--- config.mk ---
export PLATFORM = sky130hd
export DESIGN_NAME = wifi_frame_anomaly_scorer_core
export DESIGN_NICKNAME = d
export VERILOG_FILES = /design/src/hw/rtl/wfas_pkg.sv /design/src/hw/rtl/wifi_frame_anomaly_scorer_core.sv
export SDC_FILE = /design/constraint.sdc
export NUM_CORES = 1
export LEC_CHECK = 0
export ABC_AREA = 1
export BUFFER_PORTS_ARGS = -buffer_cell sky130_fd_sc_hd__buf_2
export CORE_UTILIZATION = 41
export DETAILED_ROUTE_END_ITERATION = 6
export HOLD_SLACK_MARGIN = 0.12
export PLACE_DENSITY = 0.69
export SYNTH_ARGS = -nofsm -noshare
export SYNTH_HDL_FRONTEND = slang
export SYNTH_SLANG_ARGS = --single-unit
--- constraint.sdc ---
create_clock -name clk -period 4.8 [get_ports clk]
set_input_delay 0.24 -clock clk [delete_from_list [all_inputs] [get_ports clk]]
set_output_delay 0.24 -clock clk [all_outputs]
set_load 0.01 [all_outputs]
--- src/hw/rtl/wfas_pkg.sv ---
package wfas_pkg;

  localparam int HISTORY_DEPTH_DEFAULT = 64;

  localparam int CFG_INDEX_W = 3;
  localparam int CFG_DATA_W  = 16;

  localparam logic [CFG_INDEX_W-1:0] CFG_ATTACK_THRESHOLD = 3'd0;
  localparam logic [CFG_INDEX_W-1:0] CFG_DEAUTH_LIMIT     = 3'd1;
  localparam logic [CFG_INDEX_W-1:0] CFG_PROBE_LIMIT      = 3'd2;
  localparam logic [CFG_INDEX_W-1:0] CFG_WINDOW_MS        = 3'd3;
  localparam logic [CFG_INDEX_W-1:0] CFG_GIANT_BEACON_LEN = 3'd4;
  localparam logic [CFG_INDEX_W-1:0] CFG_LONG_BEACON_LEN  = 3'd5;
  localparam logic [CFG_INDEX_W-1:0] CFG_SHORT_DATA_LEN   = 3'd6;

  localparam logic [8:0]  RST_ATTACK_THRESHOLD = 9'd128;
  localparam logic [15:0] RST_DEAUTH_LIMIT     = 16'd10;
  localparam logic [15:0] RST_PROBE_LIMIT      = 16'd50;
  localparam logic [15:0] RST_WINDOW_MS        = 16'd1000;
  localparam logic [15:0] RST_GIANT_BEACON_LEN = 16'd1000;
  localparam logic [15:0] RST_LONG_BEACON_LEN  = 16'd300;
  localparam logic [15:0] RST_SHORT_DATA_LEN   = 16'd10;

  localparam logic       CMD_FRAME = 1'b0;
  localparam logic       CMD_CLEAR = 1'b1;

  localparam logic [1:0] TYPE_MGMT     = 2'd0;
  localparam logic [1:0] TYPE_DATA     = 2'd2;
  localparam logic [1:0] TYPE_RESERVED = 2'd3;

  localparam logic [3:0] SUB_PROBE_REQ = 4'd4;
  localparam logic [3:0] SUB_BEACON    = 4'd8;
  localparam logic [3:0] SUB_DEAUTH    = 4'd12;

  localparam logic [4:0] PTS_GIANT_BEACON = 5'd8;
  localparam logic [4:0] PTS_LONG_BEACON  = 5'd4;
  localparam logic [4:0] PTS_SHORT_DATA   = 5'd2;
  localparam logic [4:0] PTS_RESERVED     = 5'd10;
  localparam logic [4:0] PTS_DEAUTH_FLOOD = 5'd9;
  localparam logic [4:0] PTS_PROBE_FLOOD  = 5'd3;
  localparam logic [4:0] SCORE_MAX        = 5'd10;

  localparam logic [3:0] WEIGHT_RESERVED = 4'd10;
  localparam logic [3:0] WEIGHT_DEAUTH   = 4'd3;
  localparam logic [3:0] WEIGHT_NONE     = 4'd0;

  localparam logic [15:0] COUNTER_MAX = 16'hFFFF;

  localparam int QUOT_W = 9;

  typedef struct packed {
    logic        command;
    logic [15:0] frame_length;
    logic [1:0]  frame_type;
    logic [3:0]  frame_subtype;
    logic [31:0] time_ms;
  } wfas_in_t;

  typedef struct packed {
    logic [3:0] frame_score;
    logic [8:0] average_score;
    logic       under_attack;
    logic [6:0] history_count;
  } wfas_out_t;

  typedef enum logic [2:0] {
    S_IDLE,
    S_SCORE,
    S_HIST,
    S_PREP,
    S_DIV,
    S_FINISH
  } wfas_state_t;

endpackage

--- src/hw/rtl/wifi_frame_anomaly_scorer_core.sv ---
// wifi frame anomaly scorer
// input channel in_valid/in_ready carries one frame descriptor or a clear
// command per item; output channel out_valid/out_ready returns one result
// item (frame score, history average, attack flag, history count) per input.
// configuration is a plain write port (cfg_we, cfg_index, cfg_data); the user
// must write it only while the block is idle, which the block does not enforce.
// an item passes from acceptance to out_valid through scoring, one ring
// memory read and update, operand set-up, nine steps of the restoring
// divider for the average, and a final compare for the flag.
// in_ready is high only between items, so a new item is taken only once
// the previous one has left the final step.
// a finished result sits in the output register; the next item can be
// accepted meanwhile, and its result waits in the final step until the
// previous one has been taken when the receiver stalls.
// reset restores the register defaults and empties counters and history;
// the history ring itself is not cleared, only its fill count, head and total.
module wifi_frame_anomaly_scorer_core #(
  parameter int HISTORY_DEPTH = wfas_pkg::HISTORY_DEPTH_DEFAULT
) (
  input  logic                                  clk,
  input  logic                                  rst,
  input  logic                                  in_valid,
  output logic                                  in_ready,
  input  wfas_pkg::wfas_in_t                    in_item,
  output logic                                  out_valid,
  input  logic                                  out_ready,
  output wfas_pkg::wfas_out_t                   out_item,
  input  logic                                  cfg_we,
  input  logic [wfas_pkg::CFG_INDEX_W-1:0]      cfg_index,
  input  logic [wfas_pkg::CFG_DATA_W-1:0]       cfg_data
);
  import wfas_pkg::*;

  localparam int HW = (HISTORY_DEPTH > 1) ? $clog2(HISTORY_DEPTH) : 1;
  localparam int FW = $clog2(HISTORY_DEPTH + 1);
  localparam int TW = $clog2(10 * HISTORY_DEPTH + 1);
  localparam int DW = TW;
  localparam int SW = TW + 9;
  localparam logic [HW-1:0] HEAD_LAST = HW'(HISTORY_DEPTH - 1);
  localparam logic [FW-1:0] FILL_FULL = FW'(HISTORY_DEPTH);

  logic [8:0]  attack_threshold;
  logic [15:0] deauth_limit, probe_limit, window_ms;
  logic [15:0] giant_beacon_len, long_beacon_len, short_data_len;

  wfas_state_t state, state_next;

  wfas_in_t    item;
  logic [15:0] deauth_counter, probe_counter;
  logic [31:0] window_start_ms;
  logic [HW-1:0] history_head;
  logic [FW-1:0] history_fill;
  logic [TW-1:0] history_total;
  logic [3:0]  weight;
  logic [3:0]  score;

  logic [3:0]  history_weights [HISTORY_DEPTH];
  logic [3:0]  rd_weight;

  logic [DW-1:0] den;
  logic [SW-1:0] num;
  logic [SW-1:0] rem;
  logic [SW-1:0] prod;
  logic [QUOT_W-1:0] quot;
  logic [3:0]  step;

  // scoring terms
  logic        mgmt, beacon, deauth, probe;
  logic [15:0] deauth_inc, probe_inc;
  logic [31:0] elapsed;
  logic [4:0]  raw_score;
  logic [3:0]  weight_calc;
  logic [SW-1:0] den_shift;
  logic        take;
  logic [DW-1:0] den_calc;

  always_ff @(posedge clk) begin
    if (rst) begin
      attack_threshold <= RST_ATTACK_THRESHOLD;
      deauth_limit     <= RST_DEAUTH_LIMIT;
      probe_limit      <= RST_PROBE_LIMIT;
      window_ms        <= RST_WINDOW_MS;
      giant_beacon_len <= RST_GIANT_BEACON_LEN;
      long_beacon_len  <= RST_LONG_BEACON_LEN;
      short_data_len   <= RST_SHORT_DATA_LEN;
    end else if (cfg_we) begin
      unique case (cfg_index)
        CFG_ATTACK_THRESHOLD: attack_threshold <= cfg_data[8:0];
        CFG_DEAUTH_LIMIT:     deauth_limit     <= cfg_data;
        CFG_PROBE_LIMIT:      probe_limit      <= cfg_data;
        CFG_WINDOW_MS:        window_ms        <= cfg_data;
        CFG_GIANT_BEACON_LEN: giant_beacon_len <= cfg_data;
        CFG_LONG_BEACON_LEN:  long_beacon_len  <= cfg_data;
        CFG_SHORT_DATA_LEN:   short_data_len   <= cfg_data;
        default: ;
      endcase
    end
  end

  always_comb begin
    mgmt   = (item.frame_type == TYPE_MGMT);
    beacon = mgmt && (item.frame_subtype == SUB_BEACON);
    deauth = mgmt && (item.frame_subtype == SUB_DEAUTH);
    probe  = mgmt && (item.frame_subtype == SUB_PROBE_REQ);
    deauth_inc = (deauth && deauth_counter != COUNTER_MAX) ? deauth_counter + 16'd1
                                                           : deauth_counter;
    probe_inc  = (probe && probe_counter != COUNTER_MAX) ? probe_counter + 16'd1
                                                         : probe_counter;
    elapsed = item.time_ms - window_start_ms;
    raw_score = '0;
    if (beacon && item.frame_length > giant_beacon_len) raw_score = raw_score + PTS_GIANT_BEACON;
    if (item.frame_type == TYPE_DATA && item.frame_length < short_data_len) begin
      raw_score = raw_score + PTS_SHORT_DATA;
    end
    if (item.frame_type == TYPE_RESERVED) raw_score = raw_score + PTS_RESERVED;
    if (deauth && deauth_inc > deauth_limit) raw_score = raw_score + PTS_DEAUTH_FLOOD;
    if (probe && probe_inc > probe_limit) raw_score = raw_score + PTS_PROBE_FLOOD;
    if (beacon && item.frame_length > long_beacon_len) raw_score = raw_score + PTS_LONG_BEACON;
    if (raw_score > SCORE_MAX) raw_score = SCORE_MAX;
    if (item.frame_type == TYPE_RESERVED) begin
      weight_calc = WEIGHT_RESERVED;
    end else if (deauth) begin
      weight_calc = WEIGHT_DEAUTH;
    end else begin
      weight_calc = WEIGHT_NONE;
    end
    den_calc  = (DW'(history_fill) << 3) + (DW'(history_fill) << 1);
    den_shift = SW'(den) << step;
    take      = (rem >= den_shift);
  end

  always_comb begin
    state_next = state;
    in_ready   = 1'b0;
    unique case (state)
      S_IDLE: begin
        in_ready = 1'b1;
        if (in_valid) state_next = S_SCORE;
      end
      S_SCORE:  state_next = S_HIST;
      S_HIST:   state_next = S_PREP;
      S_PREP:   state_next = S_DIV;
      S_DIV:    if (step == 4'd0) state_next = S_FINISH;
      S_FINISH: if (!out_valid || out_ready) state_next = S_IDLE;
      default:  state_next = S_IDLE;
    endcase
  end

  always_ff @(posedge clk) begin
    if (rst) state <= S_IDLE;
    else     state <= state_next;
  end

  // history ring
  always_ff @(posedge clk) begin
    rd_weight <= history_weights[history_head];
    if (state == S_HIST && item.command == CMD_FRAME) history_weights[history_head] <= weight;
  end

  always_ff @(posedge clk) begin
    if (rst) begin
      deauth_counter  <= '0;
      probe_counter   <= '0;
      window_start_ms <= '0;
      history_head    <= '0;
      history_fill    <= '0;
      history_total   <= '0;
      out_valid       <= 1'b0;
    end else begin
      if (out_valid && out_ready && state != S_FINISH) out_valid <= 1'b0;
      unique case (state)
        S_IDLE: begin
          if (in_valid) item <= in_item;
        end
        S_SCORE: begin
          if (item.command == CMD_CLEAR) begin
            deauth_counter  <= '0;
            probe_counter   <= '0;
            window_start_ms <= item.time_ms;
            history_head    <= '0;
            history_fill    <= '0;
            history_total   <= '0;
            score           <= '0;
          end else begin
            score  <= raw_score[3:0];
            weight <= weight_calc;
            if (elapsed > {16'd0, window_ms}) begin
              deauth_counter  <= '0;
              probe_counter   <= '0;
              window_start_ms <= item.time_ms;
            end else begin
              deauth_counter <= deauth_inc;
              probe_counter  <= probe_inc;
            end
          end
        end
        S_HIST: begin
          if (item.command == CMD_FRAME) begin
            if (history_fill == FILL_FULL) begin
              history_total <= history_total - TW'(rd_weight) + TW'(weight);
            end else begin
              history_fill  <= history_fill + FW'(1);
              history_total <= history_total + TW'(weight);
            end
            history_head <= (history_head == HEAD_LAST) ? '0 : history_head + HW'(1);
          end
        end
        S_PREP: begin
          den  <= den_calc;
          num  <= SW'({history_total, 8'd0});
          rem  <= SW'({history_total, 8'd0});
          quot <= '0;
          step <= 4'(QUOT_W - 1);
        end
        S_DIV: begin
          if (step == 4'(QUOT_W - 1)) prod <= SW'(attack_threshold * den);
          if (take) begin
            rem        <= rem - den_shift;
            quot[step] <= 1'b1;
          end
          if (step != 4'd0) step <= step - 4'd1;
        end
        S_FINISH: begin
          if (!out_valid || out_ready) begin
            out_valid              <= 1'b1;
            out_item.frame_score   <= score;
            out_item.average_score <= (history_fill != '0) ? quot : '0;
            out_item.under_attack  <= (history_fill != '0) && (num > prod);
            out_item.history_count <= 7'(history_fill);
          end
        end
        default: ;
      endcase
    end
  end

endmodule

==> results of run 1 <==
through the flow:
| step | util (%) | setup WS (ns) | cells | power, mW |
|---|---|---|---|---|
| global placement | 43.70 | 0.1583 | 4606 | 7.302 |
| CTS | 47.22 | 0.01558 | 4792 | 11.82 |
| global route | 47.30 | 0.01359 | 4800 | 12.31 |
| finish | 47.30 | 0.2336 | 4800 | 11.74 |
| floorplan | - | 0.3486 | 3602 | 6.781 |
| detailed placement | 43.70 | 0.06460 | 4606 | 7.340 |
cell usage in the layout, fill, tap and decap left out, types with 33 or more instances in the layout:
master and count:
nor3_1 33, buf_4 45, inv_1 573, nor2_1 339, ha_1 230, buf_2 101
nand4_1 51, dlygate4sd3_1 75, o21ai_0 169, dfxtp_1 196, xor2_1 66, nand3_1 146
nand2_1 727, fa_1 56, edfxtp_1 343, clkbuf_16 60, a21oi_1 294
power by group through the flow:
stage	Clock, mW	Sequential [mW]	Combinational, mW
finish	4.42	5.20	2.11
global route	4.70	5.22	2.39
CTS	4.52	5.20	2.10
detailed placement	0	5.30	2.04
global placement	0	5.30	2.00
floorplan	0	5.27	1.51
cell families after synthesis:
| logic type | Yosys count | synth area share, % |
|---|---|---|
| simple gates | 1373 | 18.67 |
| buf+inv | 697 | 8.652 |
| compound gates | 623 | 11.47 |
| flops | 542 | 46.02 |
| fa+ha+maj | 286 | 12.89 |
| xor+xnor | 79 | 2.229 |
| mux | 2 | 0.06451 |
layer usage:
metal | share of wire, % | routed length [µm] | vias to the layer above
li1 | - | - | 12290
met1 | 45 | 35160 | 11450
met2 | 46 | 35340 | 707
met3 | 6.0 | 4668 | 161
met4 | 3.0 | 2343 | 0
met5 | 0 | 0 | -
state kept, by name, summed over array words and instances, names as in the netlist, 18 cells and up:
name	cells
rem	18
history_weights	192
window_start_ms	32
item	55
out_item	21
prod	18
final timing paths:
path	slack (ns)	to	cells after the start	startpoint
setup / recovery	0.23	prod[17]	16	den[6]
hold / removal	0.17	attack_threshold[7]	6	cfg_index[0]
setup reg to reg	0.23	prod[17]	16	den[6]
hold reg to reg	0.46	short_data_len[14]	2	short_data_len[14]
synthesized netlist by cell type (4+ instances only):
library cell	number	area (µm²)
o21bai_1	9	67.56
nand2_1	730	2740
nor4_1	8	50.05
clkbuf_1	80	300.3
fa_1	56	1121
a211oi_1	5	37.54
nand3_2	24	240.2
inv_2	10	37.54
a221oi_1	21	183.9
o21a_1	14	105.1
nor2_1	341	1280
nand4_1	51	319.1
a22o_1	14	122.6
o211ai_1	22	165.2
a31oi_1	8	50.05
nand3b_1	8	60.06
ha_1	230	2878
o21ai_0	170	850.8
xnor2_1	13	113.9
nand3_1	147	735.7
a21boi_0	4	30.03
a21oi_1	295	1476
edfxtp_1	343	10300
a22oi_1	32	240.2
dfxtp_1	199	3984
nor3_1	39	195.2
clkinv_1	5	18.77
a21o_1	6	45.04
buf_1	8	30.03
inv_1	575	2158
or2_2	7	43.79
buf_2	10	50.05
nor2_2	9	56.30
buf_6	6	67.56
xor2_1	66	578.1
a21oi_2	4	35.03
worst max-delay path, cell delays in order, from the launching register on:
cell and delay [ns]:
edfxtp_1 0.49, nand2_1 0.13, fa_1 0.51, fa_1 0.55, fa_1 0.44, fa_1 0.54, inv_1 0.04, ha_1 0.34
a21oi_1 0.15, o21ai_0 0.15, nand2_1 0.09, nand2_1 0.06, a21oi_2 0.17, o21ai_1 0.12, a31oi_1 0.25, o21ai_0 0.14
xor2_1 0.16
cell type report:
class,count,area (µm²),area share (%)
flip-flops and latches,542,14290,40.43
multi-input cells,2363,14130,40.00
inverters,590,2217,6.275
clock buffers,94,1743,4.933
repair buffers,221,1594,4.511
well taps,969,1212,3.431
clock inverters,17,136.4,0.3860
diodes,4,10.01,0.02833
repair_timing:
action	CTS	global route
gates resized for setup	0	11
setup buffers	0	4
hold buffers	75	0
endpoints found under the hold margin	179	0
setup endpoints to repair	0	7
==> metrics.yaml, run 1 <==
outcome:
  status: "completed"
synth:
  synth.distinct_cells: 55
  syn_nets: 3967
  synth-async-reset-ratio_pct: 0
  synth-edff-count: 343
  avgSynthCellArea_um2: 8.616
  syn_area_um2: 31030
  synth-main-ff-cell: "edfxtp_1"
  syn_inst: 3602
  seq_area_frac_synth_pct: 46.02
  ys_ff_latch: 542
  yosys_warnings: 0
global_route:
  grt_max_degree: 106
  grt_pass1_vias: 22990
  track_usage_pct: 19.90
  antenna_found_initial: 4
  grt_pass1_wl_um: 122500
  use_met2_pct: 32.21
  gr-usage-met1_pct: 27.12
  grt-busiest-layer: "met2"
  grt-ovfl-total: 0
  globalRouteMet3Util_pct: 3.046
power_and_ir_drop:
  p_clk_share_pct: 37.6
  p_leak_nw: 15.19
  peakVddDrop_uv: 322.7
  seqPwrFrac_pct: 44.3
  swShare_pct: 28.47
  netSwitchingPower_mw: 3.342
  internal-power_mw: 8.394
  power_density_nw_per_um2: 332.1
  pwr-share-comb_pct: 18.0
timing:
  rsz0062_at_grt: "false"
  clock_skew_ns: 0.02452
  finalCriticalPeriod_ns: 4.566
  setup_viol: 0
  hold_ws_ns: 0.1708
  fin_setup_tns_ns: 0
  worst_pin_slew_ns: 1.035
  post-route-period-util_pct: 95.13
  slew_viol_final: 0
  clock.fmax_mhz: 219.0
  finalHoldViolations: 0
  slew_headroom_pct: 30.95
floorplanning:
  fp-row-count: 100
  pin_count: 102
  start_util_pct: 41.55
  core_area_um2: 74700
  dieWidth_um: 277.1
  die_y_um: 277.1
  fp.dieArea_um2: 76800
drt:
  wl_um: 77510
  viasPerCell: 5.127
  first_iter_violations: 1957
  drc: 0
  ant_nets: 0
  firstDrtPassIters: 6
  post_drt_wl_per_cell_um: 16.15
  vias: 24610
clocking:
  numCtsBuffers: 59
  clk_pin_slew_ns: 0.06
  cts_num_sinks: 542
  cts_tree: "yes"
  htree_levels: 2
  clockBufferDepth: 3
  root_buffer: "clkbuf_16"
  insertion_delay_ns: 0.64
setup_path:
  start_kind: "register"
  cp-end-kind: "register"
  crit_fanout: 6
  crit_type: "register to register"
  cp.required_ns: 5.17
  critical_path_arrival_ns: 4.94
place:
  place_area_um2: 32640
  io_buffers: 101
  place.gp.congestion: 0.9113
  dp_hpwl_um: 54730
finish:
  final_area_um2: 35340
  layout.nets: 4142
  drive_above_1_share_pct: 8.153
  areaGrowthSynthToFinish_pct: 13.86
  fillers: 7040
hold_path:
  hp-class: "primary input to register"
flow_run:
  max_cap_violations: 0
Note: power is estimated with default switching activity, not from simulation.
==> run 2, diff against run 1 <==
- PLACE_DENSITY: 0.69 -> 0.54
==> run 2 against run 1 <==
  * Via count down 2.1%
  * Global-route usage up 1.4 points
  * Cell count about the same
  * Sequential power barely moved
  * Largest power group unchanged
  * Highest routed layer unchanged
==> metrics.yaml, run 2 (synthesized netlist as in run 1, its figures left out) <==
floorplanning:
  die_y_um: 277.1  # unchanged
  pin_count: 102  # unchanged
  fp-row-count: 100  # unchanged
  start_util_pct: 41.55  # unchanged
  dieWidth_um: 277.1  # unchanged
  core_area_um2: 74700  # unchanged
  fp.dieArea_um2: 76800  # unchanged
drt:
  wl_um: 81510  # +5.2%
  post_drt_wl_per_cell_um: 16.97  # +5.1%
  ant_nets: 0  # unchanged
  first_iter_violations: 1596  # -18%
  viasPerCell: 5.017  # -2.1%
  vias: 24100  # -2.1%
  drc: 0  # unchanged
  firstDrtPassIters: 5  # -1
place:
  place_ws_ns: 0.1880  # +0.1234 ns
  place.gp.congestion: 0.8864  # -2.7%
  dp_hpwl_um: 59120  # +8.0%
  io_buffers: 101  # unchanged
  place_area_um2: 32700  # +0.19%
clocking:
  numCtsBuffers: 60  # +1.7%
  root_buffer: "clkbuf_16"
  clk_pin_slew_ns: 0.06  # about the same
  htree_levels: 2  # unchanged
  cts_num_sinks: 542  # unchanged
  clockBufferDepth: 3  # unchanged
  insertion_delay_ns: 0.65  # about the same
  cts_tree: "yes"
power_and_ir_drop:
  power_density_nw_per_um2: 341.6  # +2.8%
  p_leak_nw: 15.33  # +0.92%
  peakVddDrop_uv: 282.7  # -12%
setup_path:
  crit_family: "adder cells"
  crit_type: "register to register"
  crit_buf_inv: 3  # +2
  crit_fanout: 7  # +1
  cpMaxStageDelayCell: "fa_1"
  max_stage_delay_ns: 0.56  # about the same
  critical_path_arrival_ns: 4.94  # about the same
  start_kind: "register"
  cp.required_ns: 5.19  # +0.02 ns
  cp-end-kind: "register"
  crit_path_cell_trace: "buf_4 -> nand2_1 -> fa_1 -> inv_1 -> fa_1 -> fa_1 -> fa_1 -> ha_1 -> nand2_1 -> inv_1 -> a21oi_1 -> o21ai_1 -> a21oi_1 -> o21bai_1 -> nand2_1 -> nand2_1 -> a21oi_1 -> xor2_1"
finish:
  diodes: 0  # -4
  drive_above_1_share_pct: 8.605  # +0.45 points
  final_area_um2: 35620  # +0.81%
  layout.nets: 4148  # +0.14%
  largest_reg_flops: 192  # unchanged
  reg_top3: "history_weights x192, item x55, window_start_ms x32"
  top_register: "history_weights"
  fillers: 7255  # +3.1%
  layout.cells.most_common_list: "nand2_1 (727), inv_1 (574), edfxtp_1 (343)"
  fin_util_pct: 47.69  # +0.38 points
  areaGrowthSynthToFinish_pct: 14.78
  layout_commonest_cell: "nand2_1"
global_route:
  antenna_found_initial: 2  # -2
  grt-ovfl-total: 0  # unchanged
  grt_pass1_vias: 23650  # +2.9%
  grt_pass1_wl_um: 130000  # +6.2%
  track_usage_pct: 21.28  # +1.4 points
  grt_max_degree: 67  # -37%
hold_path:
  hp-class: "primary input to register"
timing:
  finalCriticalPeriod_ns: 4.550  # -0.01614 ns
  rsz0062_at_grt: "false"
  post-route-period-util_pct: 94.80  # -0.34 points
  setup_viol: 0  # unchanged
  clock_skew_ns: 0.03582  # +0.01130 ns
  clock.fmax_mhz: 219.8  # +0.35%
  slew_headroom_pct: 24.22  # -6.7 points
  worst_pin_slew_ns: 1.135  # +0.1008 ns
  slew_viol_final: 0  # unchanged
  fin_setup_tns_ns: 0  # unchanged
  layout_setup_ws_ns: 0.2498  # +0.01614 ns
  finalHoldViolations: 0  # unchanged
flow_run:
  max_cap_violations: 0  # unchanged
outcome:
  status: "completed"
==> run 2: cell types whose count changed in the layout (fill, tap and decap cells not counted), moves of 2 or more <==
cell	before	now
clkbuf_16	60	62
bufinv_16	1	6
clkbuf_8	11	9
nor3_1	33	31
dfxtp_1	196	198
buf_4	45	48
clkinvlp_4	2	4
clkbuf_1	22	12
clkinv_16	0	2
dfxtp_2	3	1
diode_2	4	0
clkinv_2	5	13
==> run 2: layout make-up <==
class / count / area, µm² / area share [%]
Sequential cell: 542 / 14290 / 40.10
Multi-Input combinational cell: 2363 / 14160 / 39.75
Inverter: 590 / 2217 / 6.224
Clock buffer: 83 / 1720 / 4.830
Timing Repair Buffer: 226 / 1647 / 4.623
Tap cell: 969 / 1212 / 3.404
Clock inverter: 31 / 380.4 / 1.068
==> run 2: final timing paths <==
path         startpoint           end  slack [ns]  cells past startpoint
min reg2reg    score[3]  out_item[20]        0.43                      0
min                 rst      state[0]        0.14                      3
max reg2reg      den[7]      prod[16]        0.25                     18
max              den[7]      prod[16]        0.25                     18
==> run 2: power by group <==
group | internal, mW | switching (mW) | total (mW)
Combinational | 0.756 | 1.38 | 2.14
Clock | 2.84 | 1.98 | 4.83
Sequential | 5.11 | 0.0958 | 5.20
Total | 8.71 | 3.46 | 12.2
==> run 2: metrics by stage <==
stage / instances / power, mW / hold slack, ns
2_1_floorplan: 3602 / 6.781 / 0.3389
3_5_place_dp: 4612 / 7.396 / 0.4147
3_3_place_gp: 4612 / 7.391 / 0.4076
5_1_grt: 4804 / 12.78 / 0.1733
6_report: 4804 / 12.17 / 0.1393
4_1_cts: 4802 / 12.30 / 0.1255
==> run 2: worst min-delay path: cells and delay by family <==
family / cells / cell delay, ns
AOI/OAI and AO/OA: 1 / 0.22
buffers and inverters: 2 / 0.27
==> run 2: metal layers <==
layer | GRT usage, % | vias to the layer above | share of wire [%]
met4 | 6.054 | 0 | 2.5
li1 | - | 12290 | -
met2 | 36.47 | 425 | 48
met1 | 28.44 | 11280 | 46
met3 | 2.168 | 104 | 3.6
met5 | 0 | - | 0
==> run 2: repair_timing <==
action                                  in CTS  in global routing
endpoints found under the setup margin       0                  6
gates resized for setup                      0                 12
hold buffers                                76                  0
buffers inserted                             0                  2
hold endpoints to repair                   162                  0
